**src/hdl/sorted_key_table_assert.svh**
```systemverilog
// Assertion macros shared by the sorted key table RTL.
// Depends on nothing; included by sorted_key_table, the module that carries checks.
`ifndef SORTED_KEY_TABLE_ASSERT_SVH
`define SORTED_KEY_TABLE_ASSERT_SVH

// Same-cycle implication, disabled while reset is asserted.
`define SKT_ASSERT_IMP(label, clk, rst_n, ante, cons, msg) \
    label: assert property (@(posedge clk) disable iff (!(rst_n)) (ante) |-> (cons)) \
        else $error(msg);

// Next-cycle implication, disabled while reset is asserted.
`define SKT_ASSERT_NXT(label, clk, rst_n, ante, cons, msg) \
    label: assert property (@(posedge clk) disable iff (!(rst_n)) (ante) |=> (cons)) \
        else $error(msg);

`endif

```
**src/hdl/skt_pkg.sv**
```systemverilog
// Shared types and codes for the sorted key table.
// Used by skt_cmp and sorted_key_table; depends on nothing.
package skt_pkg;

    // Width of the ordering key.
    localparam int KEY_W = 32;

    // Operation codes.
    localparam logic [1:0] OP_INSERT = 2'd0;
    localparam logic [1:0] OP_DELETE = 2'd1;
    localparam logic [1:0] OP_SEARCH = 2'd2;

    // Result status codes.
    localparam logic [1:0] ST_OK        = 2'd0;
    localparam logic [1:0] ST_NOT_FOUND = 2'd1;
    localparam logic [1:0] ST_FULL      = 2'd2;

    // Result of the shared key comparator.
    typedef struct packed {
        logic lt;
        logic eq;
    } t_cmp_res;

endpackage

```
**src/hdl/skt_cmp.sv**
```systemverilog
// Shared signed key comparator used by every step of the table scan.
// Depends on skt_pkg.
module skt_cmp (
    input  logic [skt_pkg::KEY_W-1:0] i_a,
    input  logic [skt_pkg::KEY_W-1:0] i_b,
    output skt_pkg::t_cmp_res         o_res
);

    // Signed less-than and equality of the stored key against the item key.
    always_comb begin
        o_res.lt = $signed(i_a) < $signed(i_b);
        o_res.eq = (i_a == i_b);
    end

endmodule
```
**config.mk**
```make
export PLATFORM = sky130hd
export DESIGN_NAME = skt_cmp
export DESIGN_NICKNAME = d
export VERILOG_FILES = /design/src/hdl/sorted_key_table_assert.svh /design/src/hdl/skt_pkg.sv /design/src/hdl/skt_cmp.sv
export SDC_FILE = /design/constraint.sdc
export NUM_CORES = 1
export LEC_CHECK = 0
export ABC_AREA = 1
export BUFFER_PORTS_ARGS = -buffer_cell sky130_fd_sc_hd__buf_4
export CELL_PAD_IN_SITES_DETAIL_PLACEMENT = 2
export CELL_PAD_IN_SITES_GLOBAL_PLACEMENT = 2
export CORE_ASPECT_RATIO = 1.1
export CORE_UTILIZATION = 21
export DETAILED_ROUTE_END_ITERATION = 16
export GPL_ROUTABILITY_DRIVEN = 0
export PLACE_DENSITY = 0.87
export RECOVER_POWER = 50
export SYNTH_ARGS = -nofsm -noshare
export SYNTH_HDL_FRONTEND = slang
export SYNTH_SLANG_ARGS = --single-unit
```
**constraint.sdc**
```tcl
create_clock -name vclk -period 2.2
set_input_delay 0.22 -clock vclk [all_inputs]
set_output_delay 0.22 -clock vclk [all_outputs]
set_load 0.1 [all_outputs]
```
==> reports/qor.yml <==
status: "finished, final reports clean"
cts_resized: 0
grt_pass1_vias: 1165
via_per_inst: 4.32
clockBufferCount: 0
setup_viol: 0
globalRouteMet1Util: 0.127
period_minus_slack_ns: 1.93
timing.fmax_mhz: 518
cp-end-kind: "primary output"
cp-start-kind: "input pin"
die_w_um: 63.9
crit_path_top_delay_cell: "clkbuf_2"
grt_use_total: 0.117
cpPeakStageDelay_ns: 0.48
syn_area_sq_um: 886
synth_area_leaders: "ha_1 45%, inv_1 17%, nand2_1 14%"
vias: 1131
io-pin-count: 66
ant_nets: 0
post-synth-top-count-cell: "inv_1"
antennaDiodeCount: 0
core-area_sq_um: 3990
antenna_found_initial: 0
synth_area_leader_cell: "ha_1"
tightest_slew_ns: 0.549
arrival_ns: 1.71
synth_cell_type_count: 16
yosys_warnings: 0
wl_mm: 2.59
seq_area_sq_um: 0
maxCapViolCount: 0
grt_start_max_net_pins: 5
wl_per_cell_um: 9.87
hold_path_class: "in -> out"
avgSynthCellArea_sq_um: 6.15
syn_nets: 240
die-area_sq_um: 4480
initial_core_util: 0.222
grt_use_met2: 0.240
postLayoutCoreUtil: 0.364
ir_drop_uv: 69.1
cellPowerDensity_nw_per_um2: 181
critPathKind: "in -> out"
hold_viol: 0
synth_top_area_frac: 0.452
drcViolationCount: 0
synth_compound_area_frac: 0.107
fin_setup_tns_ns: 0
num-fill-cells: 494
nFlopsAndLatches: 0
synth_top_family_by_area: "adder cells"
muxShareOfSynthArea: 0
ys_seq_area_frac: 0
rsz0062_at_grt: "no"
gr-total-overflow: 0
multi_input_area_sq_um: 747
synth-xor-area-share: 0
layout-drive-gt1-share: 0.352
dp_hpwl_mm: 2.55
cp.required_ns: 1.98
synthAdderAreaFrac: 0.452
port_buffers: 66
slew_headroom: 0.635
cts_setup_buffers: 0
met3_usage: 0.0131
fin_nets: 308
cp_max_fo: 3
drt_iter0_markers: 9
fp.dieH_um: 70.1
synthCells: 144
postCtsHoldBufs: 0
p_leak_nw: 0.945
grt_busiest_layer: "met2"
grt_pass1_wl_mm: 4.39
rows: 24
area_delta_synth_final_pct: 64.3
synth-simple-area-share: 0.271
synth_common_cells: "40 x inv_1, 34 x nand2_1, 32 x ha_1, 12 x a21oi_1, 9 x nor2_1"
post-route-period-util: 0.877
final-max-slew-violation-count: 0
dr.pass1.iters: 2
crit_path_cell_trace: "buf_4, inv_1, ha_1, nand2_1, nor3_2, nand4_1, nor3_4, clkbuf_2"
-- layout make-up --
cell class	count	share of cell area
Multi-Input combinational cell	104	0.513
Timing Repair Buffer	66	0.339
Inverter	40	0.103
Tap cell	52	0.0447
-- cells by family (layout without fill, tap and decap cells) --
| kind of cell | Yosys count | in the layout |
|---|---|---|
| simple gates | 55 | 55 |
| compound gates | 17 | 17 |
| buf+inv | 40 | 106 |
| fa+ha+maj | 32 | 32 |
-- through the flow --
stage               instances  power, mW  worst slack (ns)  cell area (sq um)  hold slack, ns
floorplan                 144      0.144             0.226                897           0.899
global placement          262      0.260             0.294               1460            1.09
detailed placement        262      0.271             0.274               1460            1.12
CTS                       262      0.272             0.258               1460            1.12
global route              262      0.302             0.116               1460            1.16
finish                    262      0.264             0.270               1460            1.11
-- worst max-delay path, delay by kind of cell --
kind | cells | cell delay [ns]
AND/OR/NAND/NOR | 4 | 0.62
adder cells (fa/ha/maj) | 1 | 0.28
buffers and inverters | 3 | 0.60
-- report_power, final --
part / internal [mW] / switching (mW) / total [mW]
clock network: 0 / 0 / 0
registers: 0 / 0 / 0
logic: 0.138 / 0.126 / 0.264
-- cell usage in the layout (no fill, tap or decap) --
cell type,synthesis,routed
nor2_1,9,9
nand4_2,1,1
clkbuf_2,0,1
nor3_2,1,1
buf_4,0,65
a21oi_1,12,12
nor3_4,0,1
o21a_2,1,1
a21o_1,1,1
nor3_1,2,1
inv_1,40,40
nor2_2,1,1
nand4_1,2,2
nand3_1,3,3
o21ai_0,2,2
a21oi_2,1,1
nand2_2,2,2
ha_1,32,32
nand2_1,34,34
-- final timing paths --
check / slack (ns) / cells past startpoint / to / start
worst max-delay path: 0.27 / 8 / o_res[0] / i_b[15]
worst min-delay path: 1.11 / 6 / o_res[1] / i_a[31]
-- metal layers --
metal	share of wire	routed length (um)
met2	0.55	1420
met3	0.062	160
met5	0	0
met1	0.38	978
met4	0.010	27
Power figures use the tool's default switching activity.
