$ cat src/hdl/sorted_key_table_assert.svh
// Assertion macros shared by the sorted key table RTL.
// Depends on nothing; included by sorted_key_table, the module that carries checks.
`ifndef SORTED_KEY_TABLE_ASSERT_SVH
`define SORTED_KEY_TABLE_ASSERT_SVH

// Same-cycle implication, disabled while reset is asserted.
`define SKT_ASSERT_IMP(label, clk, rst_n, ante, cons, msg) \
    label: assert property (@(posedge clk) disable iff (!(rst_n)) (ante) |-> (cons)) \
        else $error(msg);

// Next-cycle implication, disabled while reset is asserted.
`define SKT_ASSERT_NXT(label, clk, rst_n, ante, cons, msg) \
    label: assert property (@(posedge clk) disable iff (!(rst_n)) (ante) |=> (cons)) \
        else $error(msg);

`endif

$ cat src/hdl/skt_ram.sv
// Generic single-write, single-read RAM with registered read data.
// Depends on nothing.
module skt_ram #(
    parameter int WIDTH = 32,
    parameter int DEPTH = 64
) (
    input  logic                                    i_clk,
    input  logic                                    i_we,
    input  logic [((DEPTH > 1) ? $clog2(DEPTH) : 1)-1:0] i_waddr,
    input  logic [WIDTH-1:0]                        i_wdata,
    input  logic [((DEPTH > 1) ? $clog2(DEPTH) : 1)-1:0] i_raddr,
    output logic [WIDTH-1:0]                        o_rdata
);

    logic [WIDTH-1:0] r_mem [DEPTH];
    logic [WIDTH-1:0] r_rdata;

    // One write and one registered read per cycle.
    always_ff @(posedge i_clk) begin
        if (i_we) begin
            r_mem[i_waddr] <= i_wdata;
        end
        r_rdata <= r_mem[i_raddr];
    end

    assign o_rdata = r_rdata;

endmodule

$ cat config.mk
export PLATFORM = sky130hd
export DESIGN_NAME = skt_ram
export DESIGN_NICKNAME = d
export VERILOG_FILES = /design/src/hdl/sorted_key_table_assert.svh /design/src/hdl/skt_ram.sv
export SDC_FILE = /design/constraint.sdc
export NUM_CORES = 2
export LEC_CHECK = 0
export ABC_AREA = 1
export BUFFER_PORTS_ARGS = -buffer_cell sky130_fd_sc_hd__buf_2
export CORE_MARGIN = 2
export CORE_UTILIZATION = 35
export CTS_BUF_LIST = sky130_fd_sc_hd__clkbuf_2
export CTS_CLUSTER_SIZE = 24
export DETAILED_ROUTE_END_ITERATION = 10
export SLEW_MARGIN = 20
export SYNTH_ARGS = -nofsm -noshare
export SYNTH_HDL_FRONTEND = slang
export SYNTH_SLANG_ARGS = --single-unit
$ cat constraint.sdc
create_clock -name i_clk -period 6.6 [get_ports i_clk]
set_input_delay 0.66 -clock i_clk [delete_from_list [all_inputs] [get_ports i_clk]]
set_output_delay 0.66 -clock i_clk [all_outputs]
set_load 0.05 [all_outputs]
==> impl_metrics.yaml <==
clocking:
  clk_pin_slew_ps: 90
  insertion_delay_ps: 1790
  cts.sinks: 2080
  ctsResizeCount: 0
  post-cts-setup-buffer-count: 0
  holdBufCountCts: 90
  cts_root_buffer: "clkbuf_2"
  numCtsBuffers: 543
  cts.path.max_buffers: 4
  tritoncts: "built"
  cts-htree-levels: 6
timing:
  maxSlewViolCount: 0
  fin_ws_ps: 1580
  rsz0062_at_grt: "false"
  period_share: 0.761
  clock.fmax_ghz: 0.199
  fin_skew_ps: 135
  hold_viol: 0
  relSlewSlack: 0.198
  worstMarginPinSlew_ps: 1200
  setup_tns_ps: 0
  setup_violations: 0
  finalCriticalPeriod_ps: 5020
yosys:
  synth_top_area_cell: "edfxtp_1"
  synth_seq_area_share: 0.751
  netlist_instances: 6769
  syn_area_per_cell_um2: 12.2
  synth_nets: 6815
  syn_area_um2: 82700
  yosysWarnings: 0
  ys_ff_latch: 2080
  synth_top_area_frac: 0.743
  ys_top_cells_by_area: "edfxtp_1 (74%), nand3_1 (12%), nand2_1 (10%), buf_2 (1.7%), dfxtp_1 (0.77%)"
  synth_cell_types: 16
global_route:
  first_global_vias: 55100
  grt_max_degree: 234
  grt_usage: 0.204
  antenna_found_initial: 14
  grt_pass1_wl_um: 366000
  overflow: 0
power:
  comb_power_share: 0.075
  switching_share: 0.265
  peakVddDrop_mv: 0.185
  p_int_w: 0.0182
  leakage_nw: 33.0
  seqPwrFrac: 0.592
  power_density_nw_per_um2: 269
  switchingPower_w: 0.00657
  clock_power_share: 0.333
  power_w: 0.0248
placement:
  hpwl_um: 127000
  globalplace.congestion: 0.832
  dp_slack_ps: 2670
  dp.cells: 9708
  portBuffers: 77
setup_path:
  startpoint_type: "primary input"
  path_max_fanout: 219
  rrSetupSlack_ps: 3080
  r2r-start: "r_mem[41][20]$_DFFE_PP_"
  cp.required_ps: 8250
  end_kind: "register"
  worstPathArrival_ps: 6670
  crit_type: "in -> reg"
  r2r_cells: 12
  worst_r2r_endpoint: "o_rdata[20]$_DFF_P_"
detailed_routing:
  dr.pass1.iters: 6
  vias_per_cell: 5.29
  drt_wl_total_um: 253000
  final_antenna_net_count: 0
  wl_per_cell_um: 23.7
  vias: 56600
  drc: 0
  first_iter_violations: 7120
die:
  rows: 178
  core_region_area_um2: 235000
  initial_core_util: 0.352
  ios: 78
  die_w_um: 490
  fp.dieArea_um2: 240000
  dieHeight_um: 490
finish:
  synthToLayoutAreaGrowth_pct: 11.3
  seq_area_um2: 62100
  layoutNonFillerInstCount: 10700
  layout_commonest_cell: "nand2_1"
  fin_nets: 7240
  nFillCells: 22600
  final_util: 0.391
  drive_gt1_frac: 0.150
  final_cell_mix: "nand2_1 (2,248), edfxtp_1 (2,048), nand3_1 (1,907)"
  multi_input_area_um2: 18800
hold_path:
  hp-start: "i_wdata[13]"
  min_to: "r_mem[4][13]$_DFFE_PP_"
  hold_class: "in -> reg"
  whs_path_depth: 3
run_status:
  status: "finished clean"
run:
  max_cap_violations: 0
flip-flops by register name, summed over array words and instances, names as in the netlist:
name / cells
r_mem: 2048
o_rdata: 32
routing by layer:
| metal | vias to the layer above | routed length (µm) | track usage |
|---|---|---|---|
| met2 | 3115 | 119000 | 0.325 |
| met1 | 27700 | 100000 | 0.270 |
| met3 | 503 | 23700 | 0.0404 |
| met5 | - | 0 | 0 |
| met4 | 0 | 10600 | 0.0955 |
| li1 | 25300 | - | - |
cell usage after synthesis:
| cell type | n |
|---|---|
| buf_8 | 2 |
| buf_6 | 3 |
| nor2_1 | 56 |
| clkbuf_1 | 77 |
| nand4_1 | 9 |
| buf_1 | 40 |
| inv_4 | 1 |
| dfxtp_1 | 32 |
| nand3_1 | 1907 |
| inv_2 | 2 |
| nor4_1 | 8 |
| buf_4 | 45 |
| edfxtp_1 | 2048 |
| inv_1 | 9 |
| nand2_1 | 2248 |
| buf_2 | 282 |
layout make-up:
type	count	area share
clock inverter	81	0.00371
inverter	12	0.000883
antenna	16	0.000435
sequential	2080	0.675
tap	3150	0.0428
timing repair buffer	329	0.0305
multi-input combinational	4228	0.204
clock buffer	787	0.0428
power by group through the flow:
| stage | Sequential, W | Clock [W] | Combinational, W |
|---|---|---|---|
| final | 0.0147 | 0.00825 | 0.00186 |
| after global routing | 0.0147 | 0.00912 | 0.00199 |
| after CTS | 0.0147 | 0.00843 | 0.00185 |
| after detailed placement | 0.0150 | 0 | 0.00180 |
| after global placement | 0.0150 | 0 | 0.00178 |
| after floorplan | 0.0150 | 0 | 0.000898 |
cell families (layout without fill, tap and decap cells):
group                  count (synthesis)  after routing  share of synthesized area
buffers and inverters                461           1209                     0.0278
DFF                                 2080           2080                      0.751
other                                  0             16                          0
and+or+nand+nor                     4228           4228                      0.221
through the flow:
| stage | area (µm²) | hold WS [ps] |
|---|---|---|
| floorplan | 82700 | 721 |
| global placement | 86800 | 800 |
| detailed placement | 86800 | 788 |
| CTS | 92000 | 8.40 |
| global route | 92000 | 109 |
| finish | 92100 | 261 |
worst max path at each step:
stage                           from  slack (ps)                     end
final                     i_raddr[0]        1580     o_rdata[20]$_DFF_P_
after global routing      i_raddr[0]        1600     o_rdata[20]$_DFF_P_
after global placement    i_raddr[0]        2680     o_rdata[10]$_DFF_P_
after detailed placement  i_waddr[1]        2670  r_mem[60][5]$_DFFE_PP_
after floorplan                 i_we        1810  r_mem[48][0]$_DFFE_PP_
after CTS                 i_raddr[0]        2340     o_rdata[20]$_DFF_P_
critical path: stages:
cell and delay, ps:
dlygate4sd3_1 570, buf_8 280, inv_16 260, buf_16 630, buf_12 720, nand2_1 100
nand3_1 120, nand3_1 90, nand3_1 90, dlygate4sd3_1 550, nand3_1 60, dlygate4sd3_1 640
nand2_1 110, dlygate4sd3_1 590, nand2_1 60, nand2_1 80, dlygate4sd3_1 540
Power figures use the tool's default switching activity.
